==> src/design/clhd_pkg.sv <==
package clhd_pkg;

    // width of the length accumulator and body counter
    localparam int LENGTH_BITS = 32;
    // width of the reported length field
    localparam int LEN_OUT_BITS = 32;
    // guard bits for the times-ten overflow check
    localparam int GUARD_BITS = 4;
    localparam int MI_BITS = 4;

    // literal lengths
    localparam logic [MI_BITS-1:0] PREFIX_LEN = MI_BITS'(8);
    localparam logic [MI_BITS-1:0] LENGTH_LEN = MI_BITS'(6);
    localparam logic [MI_BITS-1:0] TYPE_LEN   = MI_BITS'(4);
    localparam logic [MI_BITS-1:0] SEP_LEN    = MI_BITS'(2);

    // characters
    localparam logic [7:0] CH_CR    = 8'h0D;
    localparam logic [7:0] CH_LF    = 8'h0A;
    localparam logic [7:0] CH_SPACE = 8'h20;
    localparam logic [7:0] CH_TAB   = 8'h09;
    localparam logic [7:0] CH_C     = 8'h43;
    localparam logic [7:0] CH_L     = 8'h4C;
    localparam logic [7:0] CH_T     = 8'h54;
    localparam logic [7:0] CH_ZERO  = 8'h30;
    localparam logic [7:0] CH_NINE  = 8'h39;

    typedef logic [LENGTH_BITS-1:0] t_len;
    typedef logic [MI_BITS-1:0] t_match_idx;

    typedef enum logic [2:0] {
        KIND_HEADER = 3'd0,
        KIND_TYPE   = 3'd1,
        KIND_DONE   = 3'd2,
        KIND_BODY   = 3'd3,
        KIND_ERROR  = 3'd4
    } t_kind;

    typedef enum logic [2:0] {
        ERR_NONE     = 3'd0,
        ERR_PREFIX   = 3'd1,
        ERR_NAME     = 3'd2,
        ERR_DUP_TYPE = 3'd3,
        ERR_SEP      = 3'd4,
        ERR_NUMBER   = 3'd5,
        ERR_LINE_END = 3'd6
    } t_err;

    typedef enum logic [11:0] {
        PH_LINE      = 12'b0000_0000_0001,
        PH_PREFIX    = 12'b0000_0000_0010,
        PH_CHOICE    = 12'b0000_0000_0100,
        PH_NAME_LEN  = 12'b0000_0000_1000,
        PH_NAME_TYPE = 12'b0000_0001_0000,
        PH_SEP_LEN   = 12'b0000_0010_0000,
        PH_SEP_TYPE  = 12'b0000_0100_0000,
        PH_NUMBER    = 12'b0000_1000_0000,
        PH_TYPE_TEXT = 12'b0001_0000_0000,
        PH_LINE_LF   = 12'b0010_0000_0000,
        PH_END_LF    = 12'b0100_0000_0000,
        PH_BODY      = 12'b1000_0000_0000
    } t_phase;

    typedef struct packed {
        t_kind                   kind;
        logic [7:0]              data;
        logic [LEN_OUT_BITS-1:0] length;
        t_err                    fault_code;
        logic                    last;
    } t_result;

    // "Content-"
    function automatic logic [7:0] prefix_char(input logic [2:0] idx);
        logic [7:0] c;
        case (idx)
            3'd0:    c = 8'h43;
            3'd1:    c = 8'h6F;
            3'd2:    c = 8'h6E;
            3'd3:    c = 8'h74;
            3'd4:    c = 8'h65;
            3'd5:    c = 8'h6E;
            3'd6:    c = 8'h74;
            default: c = 8'h2D;
        endcase
        return c;
    endfunction

    // "Length"
    function automatic logic [7:0] length_char(input logic [2:0] idx);
        logic [7:0] c;
        case (idx)
            3'd0:    c = 8'h4C;
            3'd1:    c = 8'h65;
            3'd2:    c = 8'h6E;
            3'd3:    c = 8'h67;
            3'd4:    c = 8'h74;
            3'd5:    c = 8'h68;
            default: c = 8'h00;
        endcase
        return c;
    endfunction

    // "Type"
    function automatic logic [7:0] type_char(input logic [1:0] idx);
        logic [7:0] c;
        case (idx)
            2'd0:    c = 8'h54;
            2'd1:    c = 8'h79;
            2'd2:    c = 8'h70;
            default: c = 8'h65;
        endcase
        return c;
    endfunction

    // ": "
    function automatic logic [7:0] sep_char(input logic idx);
        return idx ? 8'h20 : 8'h3A;
    endfunction

endpackage

==> src/design/clhd_ifs.sv <==
interface clhd_byte_if;
    logic       valid;
    logic       ready;
    logic [7:0] byte_in;

    modport source (output valid, output byte_in, input ready);
    modport sink (input valid, input byte_in, output ready);
endinterface

interface clhd_result_if;
    logic        valid;
    logic        ready;
    logic [2:0]  kind;
    logic [7:0]  data;
    logic [31:0] length;
    logic [2:0]  fault_code;
    logic        last;

    modport source (
        output valid, output kind, output data, output length,
        output fault_code, output last, input ready
    );
    modport sink (
        input valid, input kind, input data, input length,
        input fault_code, input last, output ready
    );
endinterface

==> src/design/clhd_parser.sv <==
module clhd_parser (
    input  logic               i_clk,
    input  logic               i_rst_n,
    input  logic               i_step,
    input  logic [7:0]         i_byte,
    output clhd_pkg::t_result  o_res
);

    clhd_pkg::t_phase     r_phase, n_phase;
    clhd_pkg::t_match_idx r_mi, n_mi;
    clhd_pkg::t_len       r_acc, n_acc;
    logic                 r_digits, n_digits;
    logic                 r_type_seen, n_type_seen;
    clhd_pkg::t_len       r_rem, n_rem;
    clhd_pkg::t_err       r_err, n_err;

    clhd_pkg::t_match_idx mi_inc;
    clhd_pkg::t_len       rem_dec;
    logic [clhd_pkg::LENGTH_BITS+clhd_pkg::GUARD_BITS-1:0] acc_wide, acc_next;
    logic                 is_digit;
    logic                 overflow;
    clhd_pkg::t_err       err;
    clhd_pkg::t_kind      kind;
    logic [7:0]           data;
    logic [clhd_pkg::LEN_OUT_BITS-1:0] len;
    logic                 last;

    assign mi_inc   = r_mi + clhd_pkg::MI_BITS'(1);
    assign rem_dec  = (r_rem != '0) ? r_rem - clhd_pkg::LENGTH_BITS'(1) : r_rem;
    assign is_digit = (i_byte >= clhd_pkg::CH_ZERO) && (i_byte <= clhd_pkg::CH_NINE);
    // acc * 10 + digit, with guard bits to catch a carry past the top
    assign acc_wide = {{clhd_pkg::GUARD_BITS{1'b0}}, r_acc};
    assign acc_next = (acc_wide << 3) + (acc_wide << 1)
                    + {{(clhd_pkg::LENGTH_BITS){1'b0}}, i_byte[3:0]};
    assign overflow = |acc_next[clhd_pkg::LENGTH_BITS+clhd_pkg::GUARD_BITS-1:
                                clhd_pkg::LENGTH_BITS];

    always_comb begin
        n_phase     = r_phase;
        n_mi        = r_mi;
        n_acc       = r_acc;
        n_digits    = r_digits;
        n_type_seen = r_type_seen;
        n_rem       = r_rem;
        n_err       = r_err;
        err         = clhd_pkg::ERR_NONE;
        kind        = clhd_pkg::KIND_HEADER;
        data        = 8'h00;
        len         = '0;
        last        = 1'b0;
        if (r_err != clhd_pkg::ERR_NONE) begin
            err = r_err;
        end else begin
            unique case (r_phase)
                clhd_pkg::PH_LINE: begin
                    if (i_byte == clhd_pkg::CH_CR) begin
                        n_phase = clhd_pkg::PH_END_LF;
                    end else if (i_byte == clhd_pkg::CH_C) begin
                        n_phase = clhd_pkg::PH_PREFIX;
                        n_mi    = clhd_pkg::MI_BITS'(1);
                    end else begin
                        err = clhd_pkg::ERR_PREFIX;
                    end
                end
                clhd_pkg::PH_PREFIX: begin
                    if (r_mi < clhd_pkg::PREFIX_LEN
                        && i_byte == clhd_pkg::prefix_char(r_mi[2:0])) begin
                        n_mi = mi_inc;
                        if (mi_inc == clhd_pkg::PREFIX_LEN) n_phase = clhd_pkg::PH_CHOICE;
                    end else begin
                        err = clhd_pkg::ERR_PREFIX;
                    end
                end
                clhd_pkg::PH_CHOICE: begin
                    if (i_byte == clhd_pkg::CH_L) begin
                        n_phase = clhd_pkg::PH_NAME_LEN;
                        n_mi    = clhd_pkg::MI_BITS'(1);
                    end else if (i_byte == clhd_pkg::CH_T) begin
                        if (r_type_seen) begin
                            err = clhd_pkg::ERR_DUP_TYPE;
                        end else begin
                            n_phase = clhd_pkg::PH_NAME_TYPE;
                            n_mi    = clhd_pkg::MI_BITS'(1);
                        end
                    end else begin
                        err = clhd_pkg::ERR_NAME;
                    end
                end
                clhd_pkg::PH_NAME_LEN: begin
                    if (r_mi < clhd_pkg::LENGTH_LEN
                        && i_byte == clhd_pkg::length_char(r_mi[2:0])) begin
                        n_mi = mi_inc;
                        if (mi_inc == clhd_pkg::LENGTH_LEN) begin
                            n_phase = clhd_pkg::PH_SEP_LEN;
                            n_mi    = '0;
                        end
                    end else begin
                        err = clhd_pkg::ERR_NAME;
                    end
                end
                clhd_pkg::PH_NAME_TYPE: begin
                    if (r_mi < clhd_pkg::TYPE_LEN
                        && i_byte == clhd_pkg::type_char(r_mi[1:0])) begin
                        n_mi = mi_inc;
                        if (mi_inc == clhd_pkg::TYPE_LEN) begin
                            n_phase = clhd_pkg::PH_SEP_TYPE;
                            n_mi    = '0;
                        end
                    end else begin
                        err = clhd_pkg::ERR_NAME;
                    end
                end
                clhd_pkg::PH_SEP_LEN, clhd_pkg::PH_SEP_TYPE: begin
                    if (r_mi < clhd_pkg::SEP_LEN
                        && i_byte == clhd_pkg::sep_char(r_mi[0])) begin
                        n_mi = mi_inc;
                        if (mi_inc == clhd_pkg::SEP_LEN) begin
                            n_mi = '0;
                            if (r_phase == clhd_pkg::PH_SEP_LEN) begin
                                n_phase  = clhd_pkg::PH_NUMBER;
                                n_acc    = '0;
                                n_digits = 1'b0;
                            end else begin
                                n_phase = clhd_pkg::PH_TYPE_TEXT;
                            end
                        end
                    end else begin
                        err = clhd_pkg::ERR_SEP;
                    end
                end
                clhd_pkg::PH_NUMBER: begin
                    if (is_digit) begin
                        if (overflow) begin
                            err = clhd_pkg::ERR_NUMBER;
                        end else begin
                            n_acc    = acc_next[clhd_pkg::LENGTH_BITS-1:0];
                            n_digits = 1'b1;
                        end
                    end else if (!r_digits) begin
                        // leading blanks are skipped
                        if (i_byte != clhd_pkg::CH_SPACE && i_byte != clhd_pkg::CH_TAB)
                            err = clhd_pkg::ERR_NUMBER;
                    end else if (i_byte == clhd_pkg::CH_CR) begin
                        n_phase = clhd_pkg::PH_LINE_LF;
                    end else begin
                        err = clhd_pkg::ERR_LINE_END;
                    end
                end
                clhd_pkg::PH_TYPE_TEXT: begin
                    if (i_byte == clhd_pkg::CH_CR) begin
                        n_phase = clhd_pkg::PH_LINE_LF;
                    end else begin
                        kind        = clhd_pkg::KIND_TYPE;
                        data        = i_byte;
                        n_type_seen = 1'b1;
                    end
                end
                clhd_pkg::PH_LINE_LF: begin
                    if (i_byte == clhd_pkg::CH_LF) n_phase = clhd_pkg::PH_LINE;
                    else err = clhd_pkg::ERR_LINE_END;
                end
                clhd_pkg::PH_END_LF: begin
                    if (i_byte == clhd_pkg::CH_LF) begin
                        kind = clhd_pkg::KIND_DONE;
                        len  = clhd_pkg::LEN_OUT_BITS'(r_acc);
                        if (r_acc == '0) begin
                            last    = 1'b1;
                            n_phase = clhd_pkg::PH_LINE;
                        end else begin
                            n_rem   = r_acc;
                            n_phase = clhd_pkg::PH_BODY;
                        end
                        n_mi        = '0;
                        n_acc       = '0;
                        n_digits    = 1'b0;
                        n_type_seen = 1'b0;
                    end else begin
                        err = clhd_pkg::ERR_LINE_END;
                    end
                end
                clhd_pkg::PH_BODY: begin
                    kind  = clhd_pkg::KIND_BODY;
                    data  = i_byte;
                    n_rem = rem_dec;
                    if (rem_dec == '0) begin
                        last    = 1'b1;
                        n_phase = clhd_pkg::PH_LINE;
                    end
                end
                default: begin
                    n_phase = clhd_pkg::PH_LINE;
                end
            endcase
            n_err = err;
        end
    end

    always_comb begin
        o_res.kind       = kind;
        o_res.data       = data;
        o_res.length     = len;
        o_res.fault_code = err;
        o_res.last       = last;
        if (err != clhd_pkg::ERR_NONE) begin
            o_res.kind   = clhd_pkg::KIND_ERROR;
            o_res.data   = 8'h00;
            o_res.length = '0;
            o_res.last   = 1'b0;
        end
    end

    always_ff @(posedge i_clk) begin
        if (!i_rst_n) begin
            r_phase     <= clhd_pkg::PH_LINE;
            r_mi        <= '0;
            r_acc       <= '0;
            r_digits    <= 1'b0;
            r_type_seen <= 1'b0;
            r_rem       <= '0;
            r_err       <= clhd_pkg::ERR_NONE;
        end else if (i_step) begin
            r_phase     <= n_phase;
            r_mi        <= n_mi;
            r_acc       <= n_acc;
            r_digits    <= n_digits;
            r_type_seen <= n_type_seen;
            r_rem       <= n_rem;
            r_err       <= n_err;
        end
    end

endmodule

==> src/design/content_length_header_deframer.sv <==
// an accepted byte is held in the input register, then its parser result is captured in the result register
// throughput: one byte per cycle while the sink takes results; a stalled sink
// holds the result register, and the input stops once the input register is full
// the input register can take a new byte whenever it is empty or moves on
// reset (i_rst_n low, synchronous) empties both registers, returns the parser to
// the start of a header line and clears the sticky error
module content_length_header_deframer (
    input  logic               i_clk,
    input  logic               i_rst_n,
    clhd_byte_if.sink          i_in,
    clhd_result_if.source      o_out
);

    // input stage
    logic              r_in_valid;
    logic [7:0]        r_in_byte;
    // result stage
    logic              r_out_valid;
    clhd_pkg::t_result r_out;

    clhd_pkg::t_result step_res;
    logic              advance;

    // the held byte moves into the result register when that register is
    // free or is being emptied by the sink in this cycle
    assign advance    = r_in_valid && (!r_out_valid || o_out.ready);
    assign i_in.ready = !r_in_valid || advance;

    // parser state is committed only on the cycle its result is captured,
    // so a stall never repeats or drops a step
    clhd_parser u_parser (
        .i_clk   (i_clk),
        .i_rst_n (i_rst_n),
        .i_step  (advance),
        .i_byte  (r_in_byte),
        .o_res   (step_res)
    );

    always_ff @(posedge i_clk) begin
        if (!i_rst_n) begin
            r_in_valid <= 1'b0;
        end else if (i_in.valid && i_in.ready) begin
            r_in_valid <= 1'b1;
        end else if (advance) begin
            r_in_valid <= 1'b0;
        end
    end

    // payload needs no reset
    always_ff @(posedge i_clk) begin
        if (i_in.valid && i_in.ready) begin
            r_in_byte <= i_in.byte_in;
        end
    end

    always_ff @(posedge i_clk) begin
        if (!i_rst_n) begin
            r_out_valid <= 1'b0;
        end else if (advance) begin
            r_out_valid <= 1'b1;
        end else if (o_out.ready) begin
            r_out_valid <= 1'b0;
        end
    end

    always_ff @(posedge i_clk) begin
        if (advance) begin
            r_out <= step_res;
        end
    end

    // result port
    assign o_out.valid      = r_out_valid;
    assign o_out.kind       = r_out.kind;
    assign o_out.data       = r_out.data;
    assign o_out.length     = r_out.length;
    assign o_out.fault_code = r_out.fault_code;
    assign o_out.last       = r_out.last;

`ifndef NO_ASSERTIONS
    // error kind and error code go together
    a_err_consistent: assert property (@(posedge i_clk) disable iff (!i_rst_n)
        r_out_valid |-> ((r_out.kind == clhd_pkg::KIND_ERROR)
                         == (r_out.fault_code != clhd_pkg::ERR_NONE)))
        else $error("error kind and error code disagree");

    // last only marks a body byte or a header done
    a_last_kind: assert property (@(posedge i_clk) disable iff (!i_rst_n)
        (r_out_valid && r_out.last) |-> (r_out.kind == clhd_pkg::KIND_BODY
                                         || r_out.kind == clhd_pkg::KIND_DONE))
        else $error("last flag on a result that is not body or header done");

    // a length appears only with header done
    a_length_kind: assert property (@(posedge i_clk) disable iff (!i_rst_n)
        (r_out_valid && r_out.length != '0) |-> (r_out.kind == clhd_pkg::KIND_DONE))
        else $error("length reported outside header done");

    // once an error result is followed by another step, that one is an error too
    a_error_sticky: assert property (@(posedge i_clk) disable iff (!i_rst_n)
        (r_out_valid && r_out.kind == clhd_pkg::KIND_ERROR && advance)
        |=> (r_out.kind == clhd_pkg::KIND_ERROR))
        else $error("error did not stay set");
`endif

endmodule

==> src/flat_wrapper.sv <==
// flat-port wrapper written by rule: the top's interface ports become plain ports
module content_length_header_deframer_flat 
  (i_clk, i_rst_n, i_in_valid, i_in_byte_in, i_in_ready, o_out_valid, o_out_kind, o_out_data, o_out_length, o_out_fault_code, o_out_last, o_out_ready);
  clhd_byte_if i_in_i ();
  clhd_result_if o_out_i ();
  input  logic i_clk;
  input  logic i_rst_n;
  input wire logic [$bits(i_in_i.valid)-1:0] i_in_valid;
  input wire logic [$bits(i_in_i.byte_in)-1:0] i_in_byte_in;
  output wire logic [$bits(i_in_i.ready)-1:0] i_in_ready;
  output wire logic [$bits(o_out_i.valid)-1:0] o_out_valid;
  output wire logic [$bits(o_out_i.kind)-1:0] o_out_kind;
  output wire logic [$bits(o_out_i.data)-1:0] o_out_data;
  output wire logic [$bits(o_out_i.length)-1:0] o_out_length;
  output wire logic [$bits(o_out_i.fault_code)-1:0] o_out_fault_code;
  output wire logic [$bits(o_out_i.last)-1:0] o_out_last;
  input wire logic [$bits(o_out_i.ready)-1:0] o_out_ready;
  assign i_in_i.valid = i_in_valid;
  assign i_in_i.byte_in = i_in_byte_in;
  assign i_in_ready = i_in_i.ready;
  assign o_out_valid = o_out_i.valid;
  assign o_out_kind = o_out_i.kind;
  assign o_out_data = o_out_i.data;
  assign o_out_length = o_out_i.length;
  assign o_out_fault_code = o_out_i.fault_code;
  assign o_out_last = o_out_i.last;
  assign o_out_i.ready = o_out_ready;
  content_length_header_deframer u_core (.i_clk(i_clk), .i_rst_n(i_rst_n), .i_in(i_in_i), .o_out(o_out_i));
endmodule
==> config.mk <==
export PLATFORM = sky130hd
export DESIGN_NAME = content_length_header_deframer_flat
export DESIGN_NICKNAME = d
export VERILOG_FILES = /design/src/design/clhd_pkg.sv /design/src/design/clhd_ifs.sv /design/src/design/clhd_parser.sv /design/src/design/content_length_header_deframer.sv /design/src/flat_wrapper.sv
export SDC_FILE = /design/constraint.sdc
export NUM_CORES = 1
export LEC_CHECK = 0
export BUFFER_PORTS_ARGS = -buffer_cell sky130_fd_sc_hd__buf_4
export CORE_ASPECT_RATIO = 1.4
export CORE_MARGIN = 10
export CORE_UTILIZATION = 45
export DETAILED_ROUTE_END_ITERATION = 6
export HOLD_SLACK_MARGIN = 0.12
export PLACE_DENSITY = 0.61
export SYNTH_ARGS = -nofsm -noshare
export SYNTH_HDL_FRONTEND = slang
export SYNTH_SLANG_ARGS = --single-unit
==> constraint.sdc <==
create_clock -name i_clk -period 5.6 [get_ports i_clk]
set_input_delay 0.28 -clock i_clk [delete_from_list [all_inputs] [get_ports i_clk]]
set_output_delay 0.28 -clock i_clk [all_outputs]
set_load 0.005 [all_outputs]
==> out/summary.txt <==
==================================================================================================
Run status .......................................................................... finished clean
Via count of the first global-routing pass ..........................................         9575
Count of boundary I/O pins ..........................................................           61
Class of the worst hold path ........................................................    in -> reg
Total of fill cells in the finished design ..........................................         2195
Max stage delay cell, worst path .................................................... sky130_fd_sc_hd__and2_1
Sum of negative setup slack .........................................................         0 ns
Final global-route overflow total ...................................................            0
Average cell area after synthesis ...................................................   8.48 sq um
Starting utilization of the core area ...............................................        45.6%
Netlist area before placement ....................................................... 0.0103 sq mm
Cell chosen for the clock root ...................................................... sky130_fd_sc_hd__clkbuf_16
Instance count on the critical path .................................................           13
Total count of max-transition violations in the final report ........................            0
Count of antenna-violating nets left after detailed routing .........................            0
Maximum vdd ir drop .................................................................     0.226 mV
Leak pwr ............................................................................      4.73 nW
Maximum achievable frequency ........................................................      206 MHz
Most common cell after layout, fill and taps aside .................................. sky130_fd_sc_hd__nor2_1
Number of clock buffers inserted by TritonCTS .......................................           17
Slack of the worst reg-to-reg path ..................................................      0.75 ns
Beginning of the worst register-to-register path .................................... u_core.r_in_byte[3]$_DFFE_PP_
Finish-stage setup viols ............................................................            0
Prevailing post-synth register cell ................................................. sky130_fd_sc_hd__dfxtp_1
Largest fanout on the critical path .................................................           27
Initial DRC Count ...................................................................          706
Final standard cell utilization of the core .........................................        51.5%
Wirelength, routed ..................................................................      32.9 mm
Worst setup endpoint ................................................................ u_core.u_parser.r_acc[11]$_SDFFE_PN0P_
Die ar. ............................................................................. 0.0294 sq mm
Die boundary height .................................................................       199 um
Final weighted congestion in routability-driven placement ...........................        0.930
Number of storage elements in the synthesis netlist .................................          142
Worst clock skew ....................................................................   0.00888 ns
Delay of the slowest cell on the worst path .........................................      0.88 ns
Placement Rows ......................................................................           65
Fraction of synthesis flops using an asynchronous set or reset pin ..................           0%
Reg2reg path depth ..................................................................           13
Global-route wire length before repair ..............................................      52.4 mm
Measured slew at the worst slew-check pin ...........................................      1.22 ns
Share of post-route cells with drive strength above 1 ...............................        10.8%
Required time of the worst setup path ...............................................      5.98 ns
Critical path origin ................................................................ u_core.r_in_byte[3]$_DFFE_PP_
Clock tree from TritonCTS ...........................................................        built
Post-route fraction of the period consumed by the critical path .....................        86.7%
Number of buffers between clock root and the deepest sink ...........................            2
Library cells used by synthesis .....................................................           84
Total clock sinks ...................................................................          142
Vias per Instance ...................................................................         6.27
Antenna violations before repair ....................................................            0
Number of synthesized flops with an enable pin ......................................           55
Syn Nets ............................................................................         1299
Cell taking the most area after synthesis ........................................... sky130_fd_sc_hd__dfxtp_1
Largest net degree at the start of global routing ...................................           51
Residual DRC count ..................................................................            0
Critical Path AT ....................................................................      5.23 ns
Share of Yosys cell area claimed by the top area cell type ..........................        17.0%
Pwr per Cell Area ...................................................................  206 mW/mm^2
Final Critical Period ...............................................................      4.85 ns
Total of buffers placed on input and output ports ...................................           60
Clock transition time at the flip-flop clock pins of the worst setup and hold paths .      0.06 ns
Global routing usage summed across all routing layers ...............................        22.3%
Relative max-transition margin ......................................................        18.7%
Kind of capture point of the worst setup path .......................................     register
Sequential share of the synthesized area ............................................        33.0%
Average wire per cell in the routed design ..........................................      21.2 um
Final nets ..........................................................................         1323
Total buffers and inverters traversed by the critical path ..........................            2
CP Cell Sequence .................................................................... inv_1 -> fa_1 -> inv_1 -> fa_1 -> a211oi_1 -> o21ai_0 -> o2111ai_1 -> nand3_1 -> nand3_1 -> or4b_2 -> o211ai_1 -> and2_1 -> a22o_1
Commonest non-fill, non-tap cells in the layout ..................................... 102 x sky130_fd_sc_hd__nor2_1, 91 x sky130_fd_sc_hd__a21oi_1, 87 x sky130_fd_sc_hd__dfxtp_1
Gate Count Post-Synth ...............................................................         1211
Kind of critical path ...............................................................   reg -> reg
Destination of the worst register-to-register timing path ........................... u_core.u_parser.r_acc[11]$_SDFFE_PN0P_
Synthesis warning total .............................................................            0
Detailed Place HPWL .................................................................      24.5 mm
Core box area ....................................................................... 0.0225 sq mm
H-tree Lvls .........................................................................            4
Later-pin clock latency in the skew report ..........................................      0.44 ns
Leading cell types by total area after synthesis .................................... sky130_fd_sc_hd__dfxtp_1 17%, sky130_fd_sc_hd__edfxtp_1 16%, sky130_fd_sc_hd__ha_1 9.0%
Type of origin of the critical path .................................................     register
Total number of vias ................................................................         9722
Number of violations of the max-capacitance limit ...................................            0
DIE WIDTH ...........................................................................       148 um
Final number of hold-violating endpoints ............................................            0
RSZ-0062 raised after global routing ................................................        false
Post-synthesis to final-layout area growth ..........................................        13.0%
Drt pass-1 iters ....................................................................            6
Top Family by Delay on Critical Path ................................................ simple AND/OR/NAND/NOR gates
==================================================================================================
metal layers:
| layer | global-route usage, % | vias up | share of wire (%) |
|---|---|---|---|
| li1 | - | 4651 | - |
| met1 | 23.8 | 4651 | 39 |
| met2 | 41.1 | 318 | 52 |
| met3 | 3.07 | 102 | 4.2 |
| met4 | 12.7 | 0 | 5.1 |
| met5 | 0 | - | 0 |
power breakdown:
| part | switching, mW | internal, mW |
|---|---|---|
| registers | 0.0176 | 1.09 |
| clock network | 0.468 | 0.702 |
| logic | 0.0595 | 0.0454 |
| total | 0.546 | 1.84 |
worst register-to-register path: stages (launching register included):
cell and delay (ns):
sky130_fd_sc_hd__edfxtp_1 0.56, sky130_fd_sc_hd__inv_1 0.16, sky130_fd_sc_hd__fa_1 0.50, sky130_fd_sc_hd__inv_1 0.07
sky130_fd_sc_hd__fa_1 0.48, sky130_fd_sc_hd__a211oi_1 0.26, sky130_fd_sc_hd__o21ai_0 0.24, sky130_fd_sc_hd__o2111ai_1 0.31
sky130_fd_sc_hd__nand3_1 0.16, sky130_fd_sc_hd__nand3_1 0.11, sky130_fd_sc_hd__or4b_2 0.59, sky130_fd_sc_hd__o211ai_1 0.21
sky130_fd_sc_hd__and2_1 0.88, sky130_fd_sc_hd__a22o_1 0.28
cells by family after synthesis:
kind of cell / synth area share, %
mux: 0.694
buf+inv: 4.06
compound gates: 24.3
xor+xnor: 3.67
simple gates: 24.8
fa+ha+maj: 9.40
flops: 33.0
cells in the mapped netlist, types with 8 or more instances:
library cell,n
sky130_fd_sc_hd__o211ai_1,19
sky130_fd_sc_hd__inv_1,32
sky130_fd_sc_hd__nand3_1,28
sky130_fd_sc_hd__a22oi_1,8
sky130_fd_sc_hd__or4_1,14
sky130_fd_sc_hd__dfxtp_1,87
sky130_fd_sc_hd__a31oi_1,8
sky130_fd_sc_hd__nor3_1,34
sky130_fd_sc_hd__buf_2,8
sky130_fd_sc_hd__nor4_1,34
sky130_fd_sc_hd__xnor2_1,23
sky130_fd_sc_hd__nor2b_1,19
sky130_fd_sc_hd__a21o_1,14
sky130_fd_sc_hd__o2111ai_1,8
sky130_fd_sc_hd__o21ai_0,67
sky130_fd_sc_hd__o22ai_1,9
sky130_fd_sc_hd__a21oi_1,91
sky130_fd_sc_hd__ha_1,74
sky130_fd_sc_hd__edfxtp_1,55
sky130_fd_sc_hd__xor2_1,20
sky130_fd_sc_hd__o31ai_1,10
sky130_fd_sc_hd__clkbuf_1,60
sky130_fd_sc_hd__or3_1,16
sky130_fd_sc_hd__and2_1,41
sky130_fd_sc_hd__a22o_1,26
sky130_fd_sc_hd__nand2b_1,13
sky130_fd_sc_hd__a211oi_1,16
sky130_fd_sc_hd__nand2_1,86
sky130_fd_sc_hd__and3_1,24
sky130_fd_sc_hd__nand4_1,26
sky130_fd_sc_hd__nor2_1,102
worst min-delay path by stage:
stage / start / end / slack [ns] / depth (start not counted)
after detailed placement: i_in_byte_in[0] / u_core.r_in_byte[0]$_DFFE_PP_ / 0.46 / 1
after global routing: o_out_ready / u_core.o_out.valid$_SDFFE_PN0P_ / 0.23 / 4
after floorplan: i_in_byte_in[0] / u_core.r_in_byte[0]$_DFFE_PP_ / 0.38 / 0
final: o_out_ready / u_core.o_out.valid$_SDFFE_PN0P_ / 0.19 / 4
after CTS: o_out_ready / u_core.o_out.valid$_SDFFE_PN0P_ / 0.18 / 4
after global placement: i_in_byte_in[0] / u_core.r_in_byte[0]$_DFFE_PP_ / 0.46 / 1
per-stage QoR:
step / cells / power, mW / worst slack, ns / cell area, sq um / hold WS, ns
detailed placement: 1508 / 1.23 / 0.820 / 10900 / 0.460
finish: 1550 / 2.39 / 0.747 / 11600 / 0.189
floorplan: 1211 / 1.18 / 0.589 / 10300 / 0.379
global placement: 1508 / 1.23 / 0.861 / 10900 / 0.459
global route: 1549 / 2.45 / 0.302 / 11600 / 0.234
CTS: 1549 / 2.40 / 0.792 / 11600 / 0.180
state kept, by name, summed over array words and instances (netlist names):
signal                       cells
u_core.o_out.length             32
u_core.u_parser.r_acc           32
u_core.u_parser.r_rem           32
u_core.u_parser.r_phase         12
u_core.o_out.data                8
u_core.r_in_byte                 8
u_core.u_parser.r_mi             4
u_core.o_out.fault_code          3
u_core.o_out.kind                3
u_core.u_parser.r_err            3
u_core.o_out.last                1
u_core.o_out.valid               1
u_core.r_in_valid                1
u_core.u_parser.r_digits         1
u_core.u_parser.r_type_seen      1
repair_timing:
item,in CTS,in global routing
endpoints found under the hold margin,9,0
hold buffers,9,0
setup buffers,0,0
resized for setup,0,0
cell type report:
class | instances | area (sq um) | area share [%]
Tap cell | 301 | 377 | 3.24
Inverter | 33 | 124 | 1.07
Clock inverter | 13 | 165 | 1.42
Antenna cell | 1 | 2.50 | 0.0216
Timing Repair Buffer | 80 | 623 | 5.37
Sequential cell | 142 | 3390 | 29.2
Multi-Input combinational cell | 961 | 6490 | 55.9
Clock buffer | 19 | 433 | 3.73
Note: power is estimated with default switching activity, not from simulation.
